`src/design/cdf_pkg.sv`:
```
// Shared types, constants and helpers for the calendar date facts pipeline.
// No dependencies; every other design file refers to this package by scoped names.
package cdf_pkg;

  // Result status codes.
  typedef enum logic [2:0] {
    CDF_OK           = 3'd0,
    CDF_BAD_YEAR     = 3'd1,
    CDF_BAD_MONTH    = 3'd2,
    CDF_BAD_DAY      = 3'd3,
    CDF_DAY_PAST_END = 3'd4
  } cdf_status_e;

  localparam logic [6:0] LastYear   = 7'd99;
  localparam logic [3:0] LastMonth  = 4'd12;
  localparam logic [3:0] February   = 4'd2;
  localparam logic [8:0] CommonYear = 9'd365;
  localparam logic [8:0] LeapYear   = 9'd366;
  // 2000-01-01 was a Saturday: Monday-zero weekday 5.
  localparam logic [2:0] Jan1Offset = 3'd5;
  localparam logic [2:0] Sunday0    = 3'd6;

  typedef struct packed {
    logic [5:0] q;
    logic [2:0] r;
  } cdf_divmod_t;

  // Stage 1 -> stage 2.
  typedef struct packed {
    cdf_status_e status;
    logic        leap;
    logic [4:0]  mlen;
    logic [8:0]  days_prior;
    logic [8:0]  doy;
    logic [2:0]  jan1;
  } cdf_s1_t;

  // Stage 2 -> stage 3.
  typedef struct packed {
    cdf_status_e status;
    logic        leap;
    logic [4:0]  mlen;
    logic [8:0]  doy;
    logic [2:0]  jan1;
    logic [2:0]  wd0;
    logic [2:0]  fwd0;
    logic [2:0]  dec0;
  } cdf_s2_t;

  // Divide by 7 for v up to 372: reciprocal multiply that never overshoots,
  // then one correction step.
  function automatic cdf_divmod_t cdf_divmod7(input logic [8:0] v);
    logic [14:0] prod;
    logic [5:0]  q0;
    logic [8:0]  r0;
    cdf_divmod_t res;
    prod = {6'd0, v} * 15'd36;
    q0   = prod[13:8];
    r0   = v - ({3'd0, q0} * 9'd7);
    if (r0 >= 9'd7) begin
      res.q = q0 + 6'd1;
      res.r = 3'(r0 - 9'd7);
    end else begin
      res.q = q0;
      res.r = r0[2:0];
    end
    return res;
  endfunction

  function automatic logic [4:0] cdf_month_days(input logic [3:0] m, input logic leap);
    logic [4:0] n;
    case (m)
      4'd1, 4'd3, 4'd5, 4'd7, 4'd8, 4'd10, 4'd12: n = 5'd31;
      4'd4, 4'd6, 4'd9, 4'd11:                    n = 5'd30;
      4'd2:                                       n = leap ? 5'd29 : 5'd28;
      default:                                    n = 5'd0;
    endcase
    return n;
  endfunction

  // Days before the first of the month in a common year.
  function automatic logic [8:0] cdf_month_start(input logic [3:0] m);
    logic [8:0] n;
    case (m)
      4'd1:    n = 9'd0;
      4'd2:    n = 9'd31;
      4'd3:    n = 9'd59;
      4'd4:    n = 9'd90;
      4'd5:    n = 9'd120;
      4'd6:    n = 9'd151;
      4'd7:    n = 9'd181;
      4'd8:    n = 9'd212;
      4'd9:    n = 9'd243;
      4'd10:   n = 9'd273;
      4'd11:   n = 9'd304;
      4'd12:   n = 9'd334;
      default: n = 9'd0;
    endcase
    return n;
  endfunction

endpackage

```
`src/design/cdf_if.sv`:
```
// Valid/ready channel interfaces for date beats in and fact beats out.
// Depends on cdf_pkg for the status type.
interface cdf_in_if;
  logic       valid;
  logic       ready;
  logic [6:0] year;
  logic [3:0] month;
  logic [4:0] day;

  modport source (output valid, output year, output month, output day, input ready);
  modport sink (input valid, input year, input month, input day, output ready);
endinterface

interface cdf_out_if;
  logic               valid;
  logic               ready;
  cdf_pkg::cdf_status_e status;
  logic [2:0]         weekday;
  logic [2:0]         first_weekday;
  logic [4:0]         month_length;
  logic [8:0]         year_length;
  logic [8:0]         day_of_year;
  logic [5:0]         week_of_year;
  logic               first_week_number;
  logic [5:0]         last_week_number;

  modport source (
    output valid, output status, output weekday, output first_weekday,
    output month_length, output year_length, output day_of_year,
    output week_of_year, output first_week_number, output last_week_number,
    input ready
  );
  modport sink (
    input valid, input status, input weekday, input first_weekday,
    input month_length, input year_length, input day_of_year,
    input week_of_year, input first_week_number, input last_week_number,
    output ready
  );
endinterface

```
`src/design/calendar_date_facts.sv`:
```
// Top level: three-stage pipeline turning a date of 2000..2099 into calendar facts.
// Depends on cdf_pkg and the channel interfaces in cdf_if.sv.
//
//   channel  dir  beat contents
//   in_i     in   year, month, day
//   out_o    out  status and eight date facts
//
// Beats pass s1_q, s2_q and the output register; one per cycle unless out_o stalls.
// Stage 1 checks and looks up month tables, stage 2 reduces weekdays mod 7,
// stage 3 divides for week numbers and holds the output register.
// Reset clears only the stage valid bits. A stall on out_o backs up stage by
// stage; a stage with a free slot keeps accepting, so nothing is lost or repeated.
module calendar_date_facts (
  input  logic             clk_i,
  input  logic             rst_ni,
  cdf_in_if.sink           in_i,
  cdf_out_if.source        out_o
);

  logic v1_q, v2_q, v3_q;
  logic ready1, ready2, ready3;

  cdf_pkg::cdf_s1_t s1_d, s1_q;
  cdf_pkg::cdf_s2_t s2_d, s2_q;

  // Output register payload.
  cdf_pkg::cdf_status_e status_d, status_q;
  logic [2:0] weekday_d, weekday_q, first_weekday_d, first_weekday_q;
  logic [4:0] month_length_d, month_length_q;
  logic [8:0] year_length_d, year_length_q, day_of_year_d, day_of_year_q;
  logic [5:0] week_of_year_d, week_of_year_q, last_week_d, last_week_q;
  logic       first_week_d, first_week_q;

  assign ready3     = !v3_q || out_o.ready;
  assign ready2     = !v2_q || ready3;
  assign ready1     = !v1_q || ready2;
  assign in_i.ready = ready1;

  // Stage 1: checks, leap, month tables, ordinal day, January 1 weekday.
  logic       leap1;
  logic [4:0] mlen1;
  logic [8:0] before1;
  logic [8:0] jan_sum1;

  always_comb begin
    leap1    = (in_i.year[1:0] == 2'b00);
    mlen1    = cdf_pkg::cdf_month_days(in_i.month, leap1);
    before1  = cdf_pkg::cdf_month_start(in_i.month)
             + {8'd0, leap1 && (in_i.month > cdf_pkg::February)};
    jan_sum1 = {2'b00, in_i.year} + {4'd0, 5'((in_i.year + 7'd3) >> 2)}
             + {6'd0, cdf_pkg::Jan1Offset};

    s1_d.leap       = leap1;
    s1_d.mlen       = mlen1;
    s1_d.days_prior = before1;
    s1_d.doy        = before1 + {4'd0, in_i.day};
    s1_d.jan1       = cdf_pkg::cdf_divmod7(jan_sum1).r;

    if (in_i.year > cdf_pkg::LastYear) begin
      s1_d.status = cdf_pkg::CDF_BAD_YEAR;
    end else if (in_i.month == 4'd0 || in_i.month > cdf_pkg::LastMonth) begin
      s1_d.status = cdf_pkg::CDF_BAD_MONTH;
    end else if (in_i.day == 5'd0) begin
      s1_d.status = cdf_pkg::CDF_BAD_DAY;
    end else if (in_i.day > mlen1) begin
      s1_d.status = cdf_pkg::CDF_DAY_PAST_END;
    end else begin
      s1_d.status = cdf_pkg::CDF_OK;
    end
  end

  // Stage 2: weekday of the date, of the first of the month, of December 31.
  always_comb begin
    s2_d.status = s1_q.status;
    s2_d.leap   = s1_q.leap;
    s2_d.mlen   = s1_q.mlen;
    s2_d.doy    = s1_q.doy;
    s2_d.jan1   = s1_q.jan1;
    s2_d.wd0    = cdf_pkg::cdf_divmod7({6'd0, s1_q.jan1} + s1_q.doy - 9'd1).r;
    s2_d.fwd0   = cdf_pkg::cdf_divmod7({6'd0, s1_q.jan1} + s1_q.days_prior).r;
    // 364 days is whole weeks: Dec 31 falls on Jan 1's weekday, plus one if leap.
    if (!s1_q.leap) begin
      s2_d.dec0 = s1_q.jan1;
    end else if (s1_q.jan1 == cdf_pkg::Sunday0) begin
      s2_d.dec0 = 3'd0;
    end else begin
      s2_d.dec0 = s1_q.jan1 + 3'd1;
    end
  end

  // Stage 3: week numbers; zero every fact on error.
  logic [8:0] ylen3;

  always_comb begin
    ylen3    = s2_q.leap ? cdf_pkg::LeapYear : cdf_pkg::CommonYear;
    status_d = s2_q.status;
    if (s2_q.status == cdf_pkg::CDF_OK) begin
      weekday_d       = s2_q.wd0 + 3'd1;
      first_weekday_d = s2_q.fwd0 + 3'd1;
      month_length_d  = s2_q.mlen;
      year_length_d   = ylen3;
      day_of_year_d   = s2_q.doy;
      week_of_year_d  = cdf_pkg::cdf_divmod7(s2_q.doy + 9'd6 - {6'd0, s2_q.wd0}).q;
      first_week_d    = (s2_q.jan1 == 3'd0);
      last_week_d     = cdf_pkg::cdf_divmod7(ylen3 + 9'd6 - {6'd0, s2_q.dec0}).q;
    end else begin
      weekday_d       = '0;
      first_weekday_d = '0;
      month_length_d  = '0;
      year_length_d   = '0;
      day_of_year_d   = '0;
      week_of_year_d  = '0;
      first_week_d    = 1'b0;
      last_week_d     = '0;
    end
  end

  always_ff @(posedge clk_i or negedge rst_ni) begin
    if (!rst_ni) begin
      v1_q <= 1'b0;
      v2_q <= 1'b0;
      v3_q <= 1'b0;
    end else begin
      if (ready1) v1_q <= in_i.valid;
      if (ready2) v2_q <= v1_q;
      if (ready3) v3_q <= v2_q;
    end
  end

  always_ff @(posedge clk_i) begin
    if (ready1 && in_i.valid) s1_q <= s1_d;
    if (ready2 && v1_q) s2_q <= s2_d;
    if (ready3 && v2_q) begin
      status_q        <= status_d;
      weekday_q       <= weekday_d;
      first_weekday_q <= first_weekday_d;
      month_length_q  <= month_length_d;
      year_length_q   <= year_length_d;
      day_of_year_q   <= day_of_year_d;
      week_of_year_q  <= week_of_year_d;
      first_week_q    <= first_week_d;
      last_week_q     <= last_week_d;
    end
  end

  assign out_o.valid             = v3_q;
  assign out_o.status            = status_q;
  assign out_o.weekday           = weekday_q;
  assign out_o.first_weekday     = first_weekday_q;
  assign out_o.month_length      = month_length_q;
  assign out_o.year_length       = year_length_q;
  assign out_o.day_of_year       = day_of_year_q;
  assign out_o.week_of_year      = week_of_year_q;
  assign out_o.first_week_number = first_week_q;
  assign out_o.last_week_number  = last_week_q;

endmodule

```
`src/flat_wrapper.sv`:
```
// flat-port wrapper written by rule: the top's interface ports become plain ports
module calendar_date_facts_flat 
  (clk_i, rst_ni, in_i_valid, in_i_year, in_i_month, in_i_day, in_i_ready, out_o_valid, out_o_status, out_o_weekday, out_o_first_weekday, out_o_month_length, out_o_year_length, out_o_day_of_year, out_o_week_of_year, out_o_first_week_number, out_o_last_week_number, out_o_ready);
  cdf_in_if in_i_i ();
  cdf_out_if out_o_i ();
  input  logic clk_i;
  input  logic rst_ni;
  input wire logic [$bits(in_i_i.valid)-1:0] in_i_valid;
  input wire logic [$bits(in_i_i.year)-1:0] in_i_year;
  input wire logic [$bits(in_i_i.month)-1:0] in_i_month;
  input wire logic [$bits(in_i_i.day)-1:0] in_i_day;
  output wire logic [$bits(in_i_i.ready)-1:0] in_i_ready;
  output wire logic [$bits(out_o_i.valid)-1:0] out_o_valid;
  output wire logic [$bits(out_o_i.status)-1:0] out_o_status;
  output wire logic [$bits(out_o_i.weekday)-1:0] out_o_weekday;
  output wire logic [$bits(out_o_i.first_weekday)-1:0] out_o_first_weekday;
  output wire logic [$bits(out_o_i.month_length)-1:0] out_o_month_length;
  output wire logic [$bits(out_o_i.year_length)-1:0] out_o_year_length;
  output wire logic [$bits(out_o_i.day_of_year)-1:0] out_o_day_of_year;
  output wire logic [$bits(out_o_i.week_of_year)-1:0] out_o_week_of_year;
  output wire logic [$bits(out_o_i.first_week_number)-1:0] out_o_first_week_number;
  output wire logic [$bits(out_o_i.last_week_number)-1:0] out_o_last_week_number;
  input wire logic [$bits(out_o_i.ready)-1:0] out_o_ready;
  assign in_i_i.valid = in_i_valid;
  assign in_i_i.year = in_i_year;
  assign in_i_i.month = in_i_month;
  assign in_i_i.day = in_i_day;
  assign in_i_ready = in_i_i.ready;
  assign out_o_valid = out_o_i.valid;
  assign out_o_status = out_o_i.status;
  assign out_o_weekday = out_o_i.weekday;
  assign out_o_first_weekday = out_o_i.first_weekday;
  assign out_o_month_length = out_o_i.month_length;
  assign out_o_year_length = out_o_i.year_length;
  assign out_o_day_of_year = out_o_i.day_of_year;
  assign out_o_week_of_year = out_o_i.week_of_year;
  assign out_o_first_week_number = out_o_i.first_week_number;
  assign out_o_last_week_number = out_o_i.last_week_number;
  assign out_o_i.ready = out_o_ready;
  calendar_date_facts u_core (.clk_i(clk_i), .rst_ni(rst_ni), .in_i(in_i_i), .out_o(out_o_i));
endmodule
```
`config.mk`:
```
export PLATFORM = sky130hd
export DESIGN_NAME = calendar_date_facts_flat
export DESIGN_NICKNAME = d
export VERILOG_FILES = /design/src/design/cdf_pkg.sv /design/src/design/cdf_if.sv /design/src/design/calendar_date_facts.sv /design/src/flat_wrapper.sv
export SDC_FILE = /design/constraint.sdc
export NUM_CORES = 1
export LEC_CHECK = 0
export ABC_AREA = 1
export BUFFER_PORTS_ARGS = -buffer_cell sky130_fd_sc_hd__buf_2
export CORE_MARGIN = 2
export CORE_UTILIZATION = 35
export CTS_CLUSTER_DIAMETER = 60
export DETAILED_ROUTE_END_ITERATION = 12
export PLACE_DENSITY_LB_ADDON = 0.2
export SLEW_MARGIN = 0
export SYNTH_ARGS = -nofsm -noshare
export SYNTH_HDL_FRONTEND = slang
export SYNTH_SLANG_ARGS = --single-unit
```
`constraint.sdc`:
```
create_clock -name clk_i -period 19.41 [get_ports clk_i]
set_input_delay 2.9115 -clock clk_i [delete_from_list [all_inputs] [get_ports clk_i]]
set_output_delay 2.9115 -clock clk_i [all_outputs]
set_load 0.05 [all_outputs]
```
==> qor.yml, run 1 <==
outcome: "finished, final reports clean"
h-tree-depth: 3
cp-start-kind: "primary input"
layout_min_cycle_time_ns: 9.36
grt_overflow: 0
synth_edf_count: 91
first_global_vias: 7906
setup_tns_ns: 0
synth_top_cell_by_area: "edfxtp_1"
wire_per_inst_um: 12.0
setup_violations: 0
ys_warn_count: 0
totalWireLength_um: 21200
grt_max_degree: 36
fp.dieW_um: 180
cts.reportedPaths.clkPinSlew_ns: 0.07
dominantRegCellSynth: "edfxtp_1"
final_util: 0.389
clock.fmax_ghz: 0.107
drtIter0Drc: 238
path_class: "primary input to flip-flop"
relSlewSlack: 0.246
ys_ff_latch: 94
place_inst: 1754
required_ns: 19.63
grt_pass1_wl_um: 36700
antenna_found_initial: 0
max_cap_viol_count: 0
core-area_um2: 30500
synthTopCellsByArea: "edfxtp_1, ha_1, inv_1, nand2_1, fa_1"
clock_path_buffers: 2
finalInstanceArea_um2: 11900
start_util: 0.354
area_growth_pct: 9.95
root_buffer: "clkbuf_16"
cts_tree: "done"
worst_slew_pin_slew_ns: 1.13
arrival_ns: 9.58
synth_cell_types: 56
path_max_fanout: 5
min_period_over_period: 0.482
globalRouteTotalUtil: 0.135
final_cell_mix: "inv_1, nand2_1, ha_1"
placed_cell_area_um2: 11500
die_h_um: 180
die_area_um2: 32200
vias: 8069
skew_ns: 0.00722
first_pass_iters: 4
place_congestion: 0.841
final_common_cell: "inv_1"
final_max_slew_viol_count: 0
numPortBuffers: 64
endpoint_kind: "flip-flop"
dp_hpwl_um: 18100
nets: 1610
route.detailed.drc: 0
n_antenna_cell: 0
holdBufCountCts: 0
async_reset_ff_frac: 0.0319
drive_gt1_frac: 0.116
clock_latency_ns: 0.35
synth.cell_area_um2: 10800
clock-sinks: 94
instances_no_fill: 1770
rsz0062_at_grt: "false"
path_common_cell: "nand2_1"
hold_viol: 0
via_per_inst: 4.56
ys_seq_area_frac: 0.260
netlist_instances: 1304
rows: 64
hold_class: "flip-flop to flip-flop"
max_stage_delay_ns: 0.53
cts_setup_buffers: 0
yosysTopAreaCellShare: 0.253
boundaryPins: 67
hold_depth: 0
cp_slowest_cell: "fa_1"
rr_worst_depth: 28
postSynthAreaPerCell_um2: 8.27
cts_resized: 0
cts_buffers: 9
ant_nets: 0
## critical path, delay by kind of cell
family                   cells  cell delay (ns)
XOR/XNOR                     2             0.40
adder cells (fa/ha/maj)      6             2.14
buffers and inverters        9             0.72
AND/OR/NAND/NOR             23             2.87
AO/OA/AOI/OAI                4             0.55
## registers in the layout (all words and copies together), names as in the netlist, 5 cells and up
name and cells:
u_core.s1_q 28, u_core.out_o.week_of_year 6, u_core.out_o.last_week_number 5, u_core.s2_q 25, u_core.out_o.day_of_year 9
## layer usage
metal	up-vias	routed length, µm	track usage
met5	-	0	0
li1	4306	-	-
met4	0	189	0.0273
met1	3658	10500	0.184
met3	11	502	0.0130
met2	94	10000	0.235
## synthesized netlist by cell type (3+ instances only)
library cell and number:
xor2_2 5, buf_4 10, xnor2_1 24, o22ai_1 3
nand2_1 222, o21bai_1 7, inv_2 6, nor4_1 4
or2_1 4, nand3_1 60, o21ai_2 3, nand4_1 18
edfxtp_1 91, ha_1 180, a21oi_1 49, a31oi_1 7
inv_1 283, nand3b_1 8, nor3_1 11, nand3_2 7
nor2_1 91, nand2_4 3, a21oi_2 8, dfrtp_1 3
or2_2 13, fa_1 41, xor2_1 52, clkbuf_1 3
nand2_2 20, o21ai_0 30, a221oi_1 3
## layout make-up
class / count / area (µm²)
repair buffers: 66 / 335
fillers: 3091 / 18600
flip-flops and latches: 94 / 2810
well taps: 396 / 495
inverters: 290 / 1090
multi-input cells: 908 / 6820
clock buffers: 10 / 229
clock inverters: 6 / 86.3
## worst paths after layout
path,start,to,slack (ns)
worst max-delay path,in_i_year[1],u_core.s1_q[1]$_DFFE_PP_,10.05
worst min-delay path,u_core.s1_q[22]$_DFFE_PP_,u_core.s2_q[22]$_DFFE_PP_,0.42
worst max register to register,u_core.s2_q[7]$_DFFE_PP_,u_core.out_o.week_of_year[3]$_SDFFCE_PP0P_,12.65
worst min register to register,u_core.s1_q[22]$_DFFE_PP_,u_core.s2_q[22]$_DFFE_PP_,0.42
max in group asynchronous,rst_ni,u_core.v2_q$_DFFE_PN0P_,16.93
min in group asynchronous,rst_ni,u_core.v1_q$_DFFE_PN0N_,2.35
## stage by stage
| stage | setup slack (ns) | hold WS (ns) |
|---|---|---|
| finish | 10.05 | 0.421 |
| global route | 9.27 | 0.431 |
| CTS | 10.01 | 0.423 |
| detailed placement | 9.64 | 0.407 |
| global placement | 9.82 | 0.407 |
| floorplan | 10.48 | 0.400 |
## cell families (layout without fill, tap and decap cells)
| group | count (synthesis) | after routing | synth area share |
|---|---|---|---|
| compound gates | 130 | 130 | 0.0740 |
| xor+xnor | 81 | 81 | 0.0692 |
| fa+ha+maj | 221 | 221 | 0.285 |
| buf+inv | 304 | 372 | 0.109 |
| flops | 94 | 94 | 0.260 |
| other cells | 1 | 3 | 0.000348 |
| simple gates | 473 | 473 | 0.202 |
Power of run 1 is not shown: default switching activity piles up to over one toggle a cycle in this logic, so the estimate is an artifact.
==> inputs of run 2 (changes only) <==
Settings changed: ABC_AREA 1 to 0.
Clock period 19.41 ns to 9.4 ns, I/O delays scaled along.
==> qor.yml, run 2 <==
clock_path_buffers: 2  # unchanged
numPortBuffers: 64  # unchanged
endpoint_kind: "flip-flop"
rsz0062_at_grt: "false"
antenna_found_initial: 0  # unchanged
hold_class: "flip-flop to flip-flop"
first_global_vias: 7506  # -5.1%
async_reset_ff_frac: 0.0319  # unchanged
synthTopCellsByArea: "edfxtp_1, ha_1, fa_1, xnor2_1, inv_1"
synth_top_cell_by_area: "edfxtp_1"
skew_ns: 0.0170  # +0.00974 ns
n_antenna_cell: 0  # unchanged
synthTopCellsByCount: "ha_1, inv_1, edfxtp_1"
cts_buffers: 9  # unchanged
hold_viol: 0  # unchanged
postSynthAreaPerCell_um2: 9.49  # +15%
setup_violations: 0  # unchanged
synth_top_family_by_area: "adder cells"
cts_tree: "done"
die_h_um: 178  # -0.93%
cp-start-kind: "primary input"
final_max_slew_viol_count: 0  # unchanged
outcome: "finished, final reports clean"
cts_setup_buffers: 0  # unchanged
rows: 63  # -1.6%
layout_min_cycle_time_ns: 8.59
synth_compound_area_frac: 0.125  # +0.0514
worst_slew_pin_slew_ns: 0.687  # -0.443 ns
synth.cell_area_um2: 10600  # -1.9%
grt_pass1_wl_um: 35100  # -4.3%
root_buffer: "clkbuf_16"
post-synth-top-count-cell: "ha_1"
clock_latency_ns: 0.36  # about the same
die_area_um2: 31700  # -1.9%
first_pass_iters: 5  # +1
clock.fmax_ghz: 0.116
h-tree-depth: 3  # unchanged
min_period_over_period: 0.914
max_cap_viol_count: 0  # unchanged
ys_ff_latch: 94  # unchanged
synthXorXnorAreaFrac: 0.0896  # +0.0204
required_ns: 9.51  # -10.12 ns
cts_resized: 0  # unchanged
netlist_instances: 1115  # -14%
cts.reportedPaths.clkPinSlew_ns: 0.07  # about the same
final_cell_mix: "ha_1, inv_1, edfxtp_1"
setup_tns_ns: 0  # unchanged
largest_reg_flops: 28  # unchanged
synth_fa_ha_area_frac: 0.290  # +0.00549
route.detailed.drc: 0  # unchanged
arrival_ns: 8.70  # -0.88 ns
relSlewSlack: 0.536  # +0.290
ys_seq_area_frac: 0.265  # +0.00501
drive_gt1_frac: 0.104  # -0.0125
holdBufCountCts: 0  # unchanged
dominantRegCellSynth: "edfxtp_1"
wire_per_inst_um: 13.0  # +8.6%
clock-sinks: 94  # unchanged
synth_edf_count: 91  # unchanged
final_common_cell: "ha_1"
boundaryPins: 67  # unchanged
cp_slowest_cell: "fa_1"
via_per_inst: 4.86  # +6.6%
ys_warn_count: 0  # unchanged
nets: 1419  # -12%
max_stage_delay_ns: 0.52  # about the same
area_growth_pct: 9.91  # about the same
path_class: "primary input to flip-flop"
grt_overflow: 0  # unchanged
synth_cell_types: 79  # +41%
fp.dieW_um: 178  # -0.93%
top_register: "u_core.s1_q"
yosysTopAreaCellShare: 0.258  # +0.00488
worst_hold_slack_ns: 0.413  # -0.00798 ns
synth-simple-area-share: 0.139  # -0.0632
start_util: 0.356  # +0.00256
globalRouteTotalUtil: 0.136  # +0.000440
place_congestion: 0.788  # -6.4%
grt_max_degree: 36  # unchanged
path_max_fanout: 6  # +1
dp_hpwl_um: 17400  # -3.9%
drtIter0Drc: 298  # +25%
vias: 7646  # -5.2%
core-area_um2: 29700  # -2.6%
totalWireLength_um: 20500  # -3.5%
muxShareOfSynthArea: 0.0182  # +0.0182
ant_nets: 0  # unchanged
-- run 2: kinds of logic (layout without fill, tap and decap cells) --
family	after synthesis	after routing
XOR/XNOR	105	105
other	1	3
adder cells (fa/ha/maj)	221	221
buffers and inverters	191	257
flip-flops	94	94
multiplexers	17	17
AND/OR/NAND/NOR	284	284
AO/OA/AOI/OAI	202	202
-- run 2: cell type report --
| cell class | count | area [µm²] |
|---|---|---|
| clock buffer | 9 | 225 |
| clock inverter | 7 | 83.8 |
| fill | 3012 | 18100 |
| inverter | 171 | 642 |
| multi-input combinational | 832 | 7020 |
| sequential | 94 | 2810 |
| tap | 390 | 488 |
| timing repair buffer | 70 | 365 |
-- run 2: metal layers --
layer	up-vias	part of all wire	GRT usage
li1	3979	-	-
met1	3553	0.51	0.185
met2	100	0.46	0.230
met3	14	0.026	0.0161
met4	0	0.0087	0.0314
met5	-	0	0
-- run 2: worst paths after layout --
check / from / endpoint / slack (ns) / cells after the start
max reg2reg: u_core.s2_q[7]$_DFFE_PP_ / u_core.out_o.week_of_year[1]$_SDFFCE_PP0P_ / 1.56 / 28
max in group asynchronous: rst_ni / u_core.v2_q$_DFFE_PN0P_ / 8.46 / 1
min in group asynchronous: rst_ni / u_core.out_o.valid$_DFFE_PN0P_ / 0.84 / 1
min reg2reg: u_core.s1_q[22]$_DFFE_PP_ / u_core.s2_q[22]$_DFFE_PP_ / 0.41 / 0
max: in_i_year[1] / u_core.s1_q[1]$_DFFE_PP_ / 0.81 / 31
min: u_core.s1_q[22]$_DFFE_PP_ / u_core.s2_q[22]$_DFFE_PP_ / 0.41 / 0
-- run 2: per-stage QoR --
stage                     instance area, µm²  utilization  cells  setup WS (ns)
final                                  11600        0.391   1573          0.812
after global routing                   11600        0.391   1573          0.255
after CTS                              11600        0.391   1573          0.820
after detailed placement               11300        0.381   1557          0.482
after global placement                 11300        0.381   1557          0.690
after floorplan                        10600            -   1117           1.14
-- run 2: critical path: cells and delay by family --
family	cells	cell delay [ns]
XOR/XNOR	5	1.25
adder cells (fa/ha/maj)	6	2.32
AND/OR/NAND/NOR	9	1.57
buffers and inverters	3	0.28
multiplexers	1	0.32
AO/OA/AOI/OAI	7	1.54
Power of run 2 is left out for the same reason.
